**src/sv/smpq_pkg.sv**
```systemverilog
// Shared types and codes for the sorted max-priority queue.
// No dependencies; imported by sorted_max_priority_queue_top.
`default_nettype none

package smpq_pkg;

    // Operation selector carried on the input tuser
    localparam logic FUNC_INSERT = 1'b0;
    localparam logic FUNC_REMOVE = 1'b1;

    // Result status carried on the output tuser
    localparam int unsigned STATUS_BITS = 2;
    localparam logic [STATUS_BITS-1:0] STATUS_OK    = 2'd0;
    localparam logic [STATUS_BITS-1:0] STATUS_EMPTY = 2'd1;
    localparam logic [STATUS_BITS-1:0] STATUS_FULL  = 2'd2;

    // Sequencer states
    typedef enum logic [2:0] {
        ST_IDLE,     // waiting for an item
        ST_INS_CMP,  // walking down the list, shifting larger entries up
        ST_INS_WR,   // new value goes to slot 0
        ST_REM_RD,   // head read returning from memory
        ST_FINISH    // result waits for the output register
    } t_state;

endpackage

`default_nettype wire

```
**src/sv/sorted_max_priority_queue_top.sv**
```systemverilog
// Bounded max-priority queue kept sorted in one synchronous RAM.
// Depends on smpq_pkg (codes, state type).
//
//  channel  | dir | tdata (low bit up)                     | tuser
//  ---------+-----+----------------------------------------+-------------------
//  s_axis   | in  | value                                  | func (0 ins, 1 rem)
//  m_axis   | out | removed_value, occupancy               | status
//
// Entries are held in ascending slot order, largest at slot count-1, so a
// remove is one RAM read. An insert walks from the top slot down, one RAM
// read and one shifting write a cycle, past every entry larger than the
// value; a full or empty case skips the walk. One item is in flight at a
// time; the output register lets the next item be accepted while a result
// still waits on m_axis_tready.
// Reset clears the count and the handshake state; the RAM is not cleared.
`default_nettype none

module sorted_max_priority_queue_top
    import smpq_pkg::*;
#(
    parameter int unsigned CAPACITY   = 16,
    parameter int unsigned VALUE_BITS = 16
) (
    input  wire logic i_clk,
    input  wire logic i_rst_n,

    input  wire logic s_axis_tvalid,
    output logic      s_axis_tready,
    // [VALUE_BITS-1:0] value, rest zero
    input  wire logic [((VALUE_BITS+7)/8)*8-1:0] s_axis_tdata,
    // [0] func
    input  wire logic s_axis_tuser,

    output logic      m_axis_tvalid,
    input  wire logic m_axis_tready,
    // [VALUE_BITS-1:0] removed_value, then occupancy, rest zero
    output logic [((VALUE_BITS+$clog2(CAPACITY+1)+7)/8)*8-1:0] m_axis_tdata,
    // [1:0] status
    output logic [STATUS_BITS-1:0] m_axis_tuser
);

    localparam int unsigned AW     = $clog2(CAPACITY);
    localparam int unsigned CW     = $clog2(CAPACITY + 1);
    localparam int unsigned OUT_W  = ((VALUE_BITS + CW + 7) / 8) * 8;
    localparam int unsigned PAD_W  = OUT_W - VALUE_BITS - CW;
    localparam logic [CW-1:0] FULL_COUNT = CW'(CAPACITY);

    // Storage
    logic [VALUE_BITS-1:0] r_mem [CAPACITY];
    logic [VALUE_BITS-1:0] r_rdata;

    // Sequencer and datapath registers
    t_state                  r_state, n_state;
    logic [CW-1:0]           r_count, n_count;
    logic [AW-1:0]           r_idx,   n_idx;
    logic signed [VALUE_BITS-1:0] r_value, n_value;
    logic [STATUS_BITS-1:0]  r_status, n_status;
    logic [VALUE_BITS-1:0]   r_rem,    n_rem;

    // Output register
    logic                    r_m_valid;
    logic [STATUS_BITS-1:0]  r_m_status;
    logic [VALUE_BITS-1:0]   r_m_value;
    logic [CW-1:0]           r_m_occ;

    // RAM controls
    logic                    mem_we;
    logic [AW-1:0]           mem_waddr;
    logic [VALUE_BITS-1:0]   mem_wdata;
    logic [AW-1:0]           mem_raddr;

    logic                    in_acc;
    logic                    out_free;
    logic                    rd_greater;
    logic [CW-1:0]           count_m1;
    logic signed [VALUE_BITS-1:0] in_value;

    assign in_acc     = s_axis_tvalid && s_axis_tready;
    assign out_free   = !r_m_valid || m_axis_tready;
    assign in_value   = s_axis_tdata[VALUE_BITS-1:0];
    assign count_m1   = r_count - 1'b1;
    assign rd_greater = $signed(r_rdata) > r_value;

    // Next state
    always_comb begin
        n_state = r_state;
        case (r_state)
            ST_IDLE: begin
                if (in_acc) begin
                    if (s_axis_tuser == FUNC_REMOVE) begin
                        n_state = (r_count == '0) ? ST_FINISH : ST_REM_RD;
                    end else if (r_count == FULL_COUNT || r_count == '0) begin
                        n_state = ST_FINISH;
                    end else begin
                        n_state = ST_INS_CMP;
                    end
                end
            end
            ST_INS_CMP: begin
                if (!rd_greater) begin
                    n_state = ST_FINISH;
                end else if (r_idx == '0) begin
                    n_state = ST_INS_WR;
                end
            end
            ST_INS_WR: n_state = ST_FINISH;
            ST_REM_RD: n_state = ST_FINISH;
            ST_FINISH: begin
                if (out_free) begin
                    n_state = ST_IDLE;
                end
            end
            default:   n_state = ST_IDLE;
        endcase
    end

    // Handshake and RAM controls
    always_comb begin
        s_axis_tready = 1'b0;
        mem_we        = 1'b0;
        mem_waddr     = r_idx + 1'b1;
        mem_wdata     = r_rdata;
        mem_raddr     = count_m1[AW-1:0];
        case (r_state)
            ST_IDLE: begin
                s_axis_tready = 1'b1;
                // first insert into an empty list lands in slot 0 at once
                if (in_acc && s_axis_tuser == FUNC_INSERT && r_count == '0) begin
                    mem_we    = 1'b1;
                    mem_waddr = '0;
                    mem_wdata = in_value;
                end
            end
            ST_INS_CMP: begin
                mem_we    = 1'b1;
                mem_raddr = r_idx - 1'b1;
                // shift the larger entry up, or drop the new value above it
                mem_wdata = rd_greater ? r_rdata : r_value;
            end
            ST_INS_WR: begin
                mem_we    = 1'b1;
                mem_waddr = '0;
                mem_wdata = r_value;
            end
            ST_REM_RD: ;
            ST_FINISH: ;
            default:   ;
        endcase
    end

    // Datapath next values
    always_comb begin
        n_count  = r_count;
        n_idx    = r_idx;
        n_value  = r_value;
        n_status = r_status;
        n_rem    = r_rem;
        case (r_state)
            ST_IDLE: begin
                if (in_acc) begin
                    n_value  = in_value;
                    n_idx    = count_m1[AW-1:0];
                    n_status = STATUS_OK;
                    n_rem    = '0;
                    if (s_axis_tuser == FUNC_REMOVE) begin
                        if (r_count == '0) begin
                            n_status = STATUS_EMPTY;
                        end
                    end else if (r_count == FULL_COUNT) begin
                        n_status = STATUS_FULL;
                    end else if (r_count == '0) begin
                        n_count = r_count + 1'b1;
                    end
                end
            end
            ST_INS_CMP: begin
                n_idx = r_idx - 1'b1;
                if (!rd_greater) begin
                    n_count = r_count + 1'b1;
                end
            end
            ST_INS_WR: n_count = r_count + 1'b1;
            ST_REM_RD: begin
                n_rem   = r_rdata;
                n_count = count_m1;
            end
            ST_FINISH: ;
            default:   ;
        endcase
    end

    // RAM: one write port, one registered read port
    always_ff @(posedge i_clk) begin
        if (mem_we) begin
            r_mem[mem_waddr] <= mem_wdata;
        end
        r_rdata <= r_mem[mem_raddr];
    end

    // Control registers
    always_ff @(posedge i_clk) begin
        if (!i_rst_n) begin
            r_state   <= ST_IDLE;
            r_count   <= '0;
            r_m_valid <= 1'b0;
        end else begin
            r_state <= n_state;
            r_count <= n_count;
            if (r_state == ST_FINISH && out_free) begin
                r_m_valid <= 1'b1;
            end else if (m_axis_tready) begin
                r_m_valid <= 1'b0;
            end
        end
    end

    // Payload registers
    always_ff @(posedge i_clk) begin
        r_idx    <= n_idx;
        r_value  <= n_value;
        r_status <= n_status;
        r_rem    <= n_rem;
        if (r_state == ST_FINISH && out_free) begin
            r_m_status <= r_status;
            r_m_value  <= r_rem;
            r_m_occ    <= r_count;
        end
    end

    assign m_axis_tvalid = r_m_valid;
    assign m_axis_tuser  = r_m_status;
    assign m_axis_tdata  = {{PAD_W{1'b0}}, r_m_occ, r_m_value};

endmodule

`default_nettype wire
```
**config.mk**
```make
export PLATFORM = sky130hd
export DESIGN_NAME = sorted_max_priority_queue_top
export DESIGN_NICKNAME = d
export VERILOG_FILES = /design/src/sv/smpq_pkg.sv /design/src/sv/sorted_max_priority_queue_top.sv
export SDC_FILE = /design/constraint.sdc
export NUM_CORES = 1
export LEC_CHECK = 0
export BUFFER_PORTS_ARGS = -buffer_cell sky130_fd_sc_hd__buf_2
export CAP_MARGIN = 15
export CORE_MARGIN = 2
export CORE_UTILIZATION = 25
export DETAILED_ROUTE_END_ITERATION = 8
export GPL_TIMING_DRIVEN = 0
export PLACE_DENSITY = 0.36
export SYNTH_ARGS = -nofsm -noshare
export SYNTH_HDL_FRONTEND = slang
export SYNTH_SLANG_ARGS = --single-unit
```
**constraint.sdc**
```tcl
create_clock -name i_clk -period 5.4 [get_ports i_clk]
set_clock_uncertainty 0.05 [all_clocks]
set_input_delay 1.62 -clock i_clk [delete_from_list [all_inputs] [get_ports i_clk]]
set_output_delay 1.62 -clock i_clk [all_outputs]
set_load 0.1 [all_outputs]
```
==> results.yml, run 1 <==
placed_design:
  dp_hpwl_mm: 29.4
  placed_cells: 1920
  portBuffers: 45
  place_congestion: 0.765
worst_setup_path:
  path_class: "register to register"
  path_max_fanout: 16
  start_kind: "register"
  arrival_ns: 4.46
  path_buf_inv: 4
  slowest_stage: "o31ai_1"
  crit_family: "compound AO/OA/AOI/OAI gates"
  worstPathCellList: "inv_1, ha_1, nor3b_2, and2b_1, and3b_1, clkbuf_1, o31ai_1, or3b_1, buf_6, buf_8, a221o_1"
  end_kind: "register"
  cp.required_ns: 5.56
  max_stage_delay_ns: 0.85
floorplanning:
  die_h_um: 242
  die_x_um: 242
  io_pins: 49
  core_um2: 56100
  placementRows: 87
  dieArea_um2: 58400
  initial_utilization_pct: 25.2
cells_and_area:
  final_nets: 1248
  syn_to_final_growth_pct: 19.5
  layout_common_cells: "edfxtp_1 (317), nand2_1 (286), nand3_1 (68)"
  final_cells: 1990
  layout_commonest_cell: "edfxtp_1"
  post-route-util_pct: 30.1
  layout-drive-gt1-share_pct: 14.3
  fillers: 5651
  antenna_cells: 0
sta:
  setup_viol: 0
  whs_ns: 0.366
  finalCritPeriodShare_pct: 79.7
  finalHoldViolations: 0
  rsz0062_at_grt: "false"
  fmax_mhz: 232
  fin_setup_tns_ns: 0
  relSlewSlack_pct: 30.4
  period_needed_ns: 4.30
  tightest_slew_ns: 1.04
  drv_slew: 0
routing:
  wl_met1_mm: 19.7
  wl_mm: 43.4
  vias_per_cell: 4.52
  highest_layer: "met4"
  drc: 0
  route.vias.total: 9002
  met3_length_mm: 1.75
  routedWlPerCell_um: 21.8
  ant_nets: 0
  drt_first_pass_iters: 5
  drt-initial-drc-count: 608
  route.met2.wl_mm: 20.7
logic_synthesis:
  async_flop_share_pct: 0
  synth-edff-count: 317
  netlist_area_um2: 14100
  syn_avg_cell_area_um2: 12.8
  yosysWarningCount: 0
  synth.distinct_cells: 60
  synth_cells: 1101
  ys_seq_area_share_pct: 71.0
  yosysTopAreaCell: "edfxtp_1"
  ys_ff_latch: 342
  ys.flop_type: "edfxtp_1"
  synth_area_leaders: "edfxtp_1 (67%), nand2_1 (7.6%), dfxtp_1 (3.5%)"
  synth_top_area_share_pct: 67.5
grt:
  overflow: 0
  grt_start_max_net_pins: 19
  grt_pass1_wl_mm: 63.1
  grtUsageTotal_pct: 14.9
  grt_pass1_vias: 8919
  antenna_found_initial: 0
pwr:
  pwr_density_cell_nw_per_um2: 487
  peakVddDrop_v: 0.000209
  leakage_nw: 5.93
clock_tree:
  clkTransAtPathRegs_ns: 0.06
  cts_resized: 0
  clockRootBuffer: "clkbuf_16"
  htree_num_levels: 2
  cts-hold-fix-buffers: 0
  clkSinkCount: 342
  cts_tree: "yes"
  clockBufferDepth: 3
  cts_buffers: 41
  post_cts_buffers: 0
  clkLatencyLatePin_ns: 0.57
hold_path:
  hp-class: "register to register"
status:
  outcome: "finished, final reports clean"
job:
  maxCapViolCount: 0
cell families after synthesis:
kind of cell / Yosys count / share of synthesized area [%]
flops: 342 / 71.0
mux: 7 / 0.550
buf+inv: 101 / 3.13
xor+xnor: 6 / 0.372
other cells: 1 / 0.0266
simple gates: 491 / 16.0
fa+ha+maj: 20 / 1.77
compound gates: 133 / 7.19
metal layers:
layer  vias to the layer above  global-route usage, %
met5                         -                      0
met4                         0                   5.26
met3                        60                   2.19
met2                       205                   24.3
met1                      4493                   20.0
li1                       4244                      -
Yosys cell counts (all sizes together), types with 2 or more instances:
master	count
inv	28
or3b	2
or2	2
nor3	8
a21boi	3
xor2	3
buf	31
a21oi	27
a311oi	48
a22oi	2
nand4	3
and2	19
mux2i	4
nand2b	6
ha	20
o22ai	3
edfxtp	317
clkbuf	42
a221o	16
or3	3
xnor2	3
o21ai	7
nand3	68
nor2	31
nand2	286
dfxtp	25
nor3b	4
nor2b	5
a31oi	16
and3	51
mux2	3
registers in the layout (all words and copies together), names as in the netlist:
signal	flops
m_axis_tuser	2
m_axis_tvalid	1
r_count	5
r_idx	4
r_m_occ	5
r_m_value	16
r_mem	256
r_rdata	16
r_rem	16
r_state	3
r_status	2
r_value	16
layout make-up:
class	instances	area [um^2]	area share, %
multi-input cells	660	3700	22.0
inverters	28	105	0.623
well taps	756	946	5.61
clock inverters	13	111	0.660
clock buffers	57	1160	6.87
flip-flops and latches	342	10000	59.4
plain buffers	73	337	2.00
repair buffers	61	483	2.86
stage by stage:
step / area (um^2) / setup slack, ns / total power, mW
final: 16900 / 1.10 / 8.21
after global routing: 16900 / 0.832 / 8.60
after CTS: 16900 / 1.01 / 8.35
after detailed placement: 15600 / 0.472 / 5.66
after global placement: 15300 / 0.486 / 5.64
after floorplan: 14100 / 1.73 / 4.68
power by group:
group	total (mW)	leakage [nW]	internal [mW]	switching [mW]
Sequential	3.45	3.10	3.35	0.0946
Combinational	2.10	2.21	0.495	1.61
Clock	2.66	0.622	1.58	1.08
Total	8.21	5.93	5.43	2.78
worst paths after layout:
check                       to  slack [ns]  cells past startpoint  startpoint
setup / recovery  r_mem[13][8]        1.10                     11  r_count[0]
hold / removal    r_m_value[6]        0.37                      0    r_rem[6]
setup reg to reg  r_mem[13][8]        1.10                     11  r_count[0]
hold reg to reg   r_m_value[6]        0.37                      0    r_rem[6]
Note: power is estimated with default switching activity, not from simulation.
==> inputs of run 2 (changes only) <==
--- a/config.mk
+++ b/config.mk
@@ -11,7 +11,7 @@
 export CORE_UTILIZATION = 25
 export DETAILED_ROUTE_END_ITERATION = 8
 export GPL_TIMING_DRIVEN = 0
-export PLACE_DENSITY = 0.36
+export PLACE_DENSITY = 0.37
 export SYNTH_ARGS = -nofsm -noshare
 export SYNTH_HDL_FRONTEND = slang
 export SYNTH_SLANG_ARGS = --single-unit
==> constraint.sdc (replaced) <==
create_clock -name i_clk -period 3.5 [get_ports i_clk]
set_clock_uncertainty 0.05 [all_clocks]
set_input_delay 1.05 -clock i_clk [delete_from_list [all_inputs] [get_ports i_clk]]
set_output_delay 1.05 -clock i_clk [all_outputs]
set_load 0.1 [all_outputs]
==> results.yml, run 2 (same netlist as run 1, synthesis figures left out) <==
status:
  outcome: "finished, final reports clean"
routing:
  drt-initial-drc-count: 800
  drc: 0
  routedWlPerCell_um: 23.4
  ant_nets: 0
  met3_length_mm: 2.90
  wl_mm: 47.2
  highest_layer: "met4"
  vias_per_cell: 4.67
  route.vias.total: 9396
  drt_first_pass_iters: 4
  wl_met1_mm: 20.5
  route.met2.wl_mm: 22.2
cells_and_area:
  final_area_um2: 17600
  antenna_cells: 0
  layout_commonest_cell: "edfxtp_1"
  syn_to_final_growth_pct: 24.5
  largest-register: "r_mem"
  layout-drive-gt1-share_pct: 21.6
  post-route-util_pct: 31.4
  layout_common_cells: "edfxtp_1 (317), nand2_1 (285), nand3_1 (68)"
  largest_reg_flops: 256
  final_nets: 1267
worst_setup_path:
  worstPathCellList: "inv_1, ha_4, a21oi_2, o21a_1, o221ai_1, a211o_4, mux2_4, or3b_4, buf_12, buf_4, a221o_4"
  r2r_end: "r_mem[12][6]"
  arrival_ns: 3.68
  startpoint: "r_value[5]"
  crit_family: "compound AO/OA/AOI/OAI gates"
  path_buf_inv: 3
  path_class: "register to register"
  reg2reg_depth: 11
  start_kind: "register"
  rrSetupSlack_ns: 0.02
  r2r-start: "r_value[5]"
  cp-endpoint: "r_mem[12][6]"
  path_max_fanout: 16
  cp.required_ns: 3.69
  slowest_stage: "a221o_4"
  end_kind: "register"
  max_stage_delay_ns: 0.50
  path_depth: 11
pwr:
  power_frac_comb_pct: 28.7
  p_switching_mw: 4.69
  peakVddDrop_v: 0.000327
  pwr_density_cell_nw_per_um2: 753
  pwr-share-clk_pct: 30.3
  leakage_nw: 6.29
  pwr-share-seq_pct: 41.0
  swShare_pct: 35.4
  internal_power_mw: 8.55
floorplanning:
  placementRows: 87
  die_h_um: 242
  dieArea_um2: 58400
  core_um2: 56100
  io_pins: 49
  initial_utilization_pct: 25.2
  die_x_um: 242
placed_design:
  place_area_um2: 15600
  place_ws_ns: -0.844
  dp_hpwl_mm: 29.1
  place_congestion: 0.768
  portBuffers: 45
clock_tree:
  clkLatencyLatePin_ns: 0.57
  cts_tree: "yes"
  clockBufferDepth: 3
  clkTransAtPathRegs_ns: 0.06
  clkSinkCount: 342
  clockRootBuffer: "clkbuf_16"
  cts-hold-fix-buffers: 0
  cts_buffers: 41
  htree_num_levels: 2
sta:
  relSlewSlack_pct: 37.6
  finalCritPeriodShare_pct: 99.5
  tightest_slew_ns: 0.935
  fin_setup_tns_ns: 0
  fin_ws_ns: 0.0162
  drv_slew: 0
  rsz0062_at_grt: "true"
  finalHoldViolations: 0
  fmax_mhz: 287
  setup_viol: 0
  period_needed_ns: 3.48
hold_path:
  hp-class: "register to register"
grt:
  grt_pass1_vias: 8977
  grt_start_max_net_pins: 20
  grt_pass1_wl_mm: 64.7
  grtUsageTotal_pct: 15.3
  overflow: 0
  antenna_found_initial: 1
job:
  maxCapViolCount: 0
run 2: changes by cell type in the layout (fill, tap and decap cells not counted), sizes merged:
cell | before | now
clkinv | 10 | 22
clkbuf | 99 | 94
a221o | 16 | 23
clkinvlp | 0 | 2
buf | 92 | 101
bufinv | 2 | 1
run 2: final cells by class:
class | count | area, um^2
multi-input combinational | 667 | 4260
tap | 756 | 946
fill | 5617 | 38500
buffer | 71 | 365
sequential | 342 | 10000
clock inverter | 26 | 148
timing repair buffer | 75 | 628
clock buffer | 49 | 1100
inverter | 28 | 105
run 2: layer usage:
layer | GRT usage [%] | vias to the layer above
met2 | 24.8 | 281
met5 | 0 | -
met4 | 6.43 | 0
met3 | 3.32 | 68
met1 | 19.8 | 4721
li1 | - | 4326
run 2: worst register-to-register path, delay by kind of cell (launching register included):
family / cells / cell delay [ns]
mux: 1 / 0.32
compound gates: 5 / 1.33
fa+ha+maj: 1 / 0.22
buf+inv: 3 / 0.41
simple gates: 1 / 0.41
flops: 1 / 0.39
run 2: how the worst min path moves through the flow:
stage / from / endpoint / cells past startpoint
after global placement: r_status[1] / m_axis_tuser[1] / 0
final: r_rem[0] / r_m_value[0] / 0
after detailed placement: r_rem[10] / r_m_value[10] / 0
after global routing: r_rem[9] / r_m_value[9] / 0
after floorplan: r_status[0] / m_axis_tuser[0] / 0
after CTS: r_status[1] / m_axis_tuser[1] / 0
run 2: power by group through the flow:
| stage | logic, mW | registers (mW) | clock network [mW] |
|---|---|---|---|
| after floorplan | 1.70 | 5.52 | 0 |
| after global placement | 3.26 | 5.41 | 0 |
| after detailed placement | 3.31 | 5.40 | 0 |
| after CTS | 3.62 | 5.38 | 4.13 |
| after global routing | 4.05 | 5.45 | 4.27 |
| final | 3.80 | 5.43 | 4.01 |
run 2: per-stage QoR:
| step | instances | hold slack [ns] | power, mW |
|---|---|---|---|
| 2_1_floorplan | 1103 | 0.350 | 7.22 |
| 3_3_place_gp | 1904 | 0.352 | 8.67 |
| 3_5_place_dp | 1920 | 0.355 | 8.71 |
| 4_1_cts | 2001 | 0.368 | 13.1 |
| 5_1_grt | 2014 | 0.374 | 13.8 |
| 6_report | 2014 | 0.367 | 13.2 |
run 2: timing repair:
item / CTS / global route
resized for setup: 62 / 46
buffers inserted: 5 / 7
pin swaps: 6 / 13
setup endpoints to repair: 296 / 309
cloned: 3 / 6
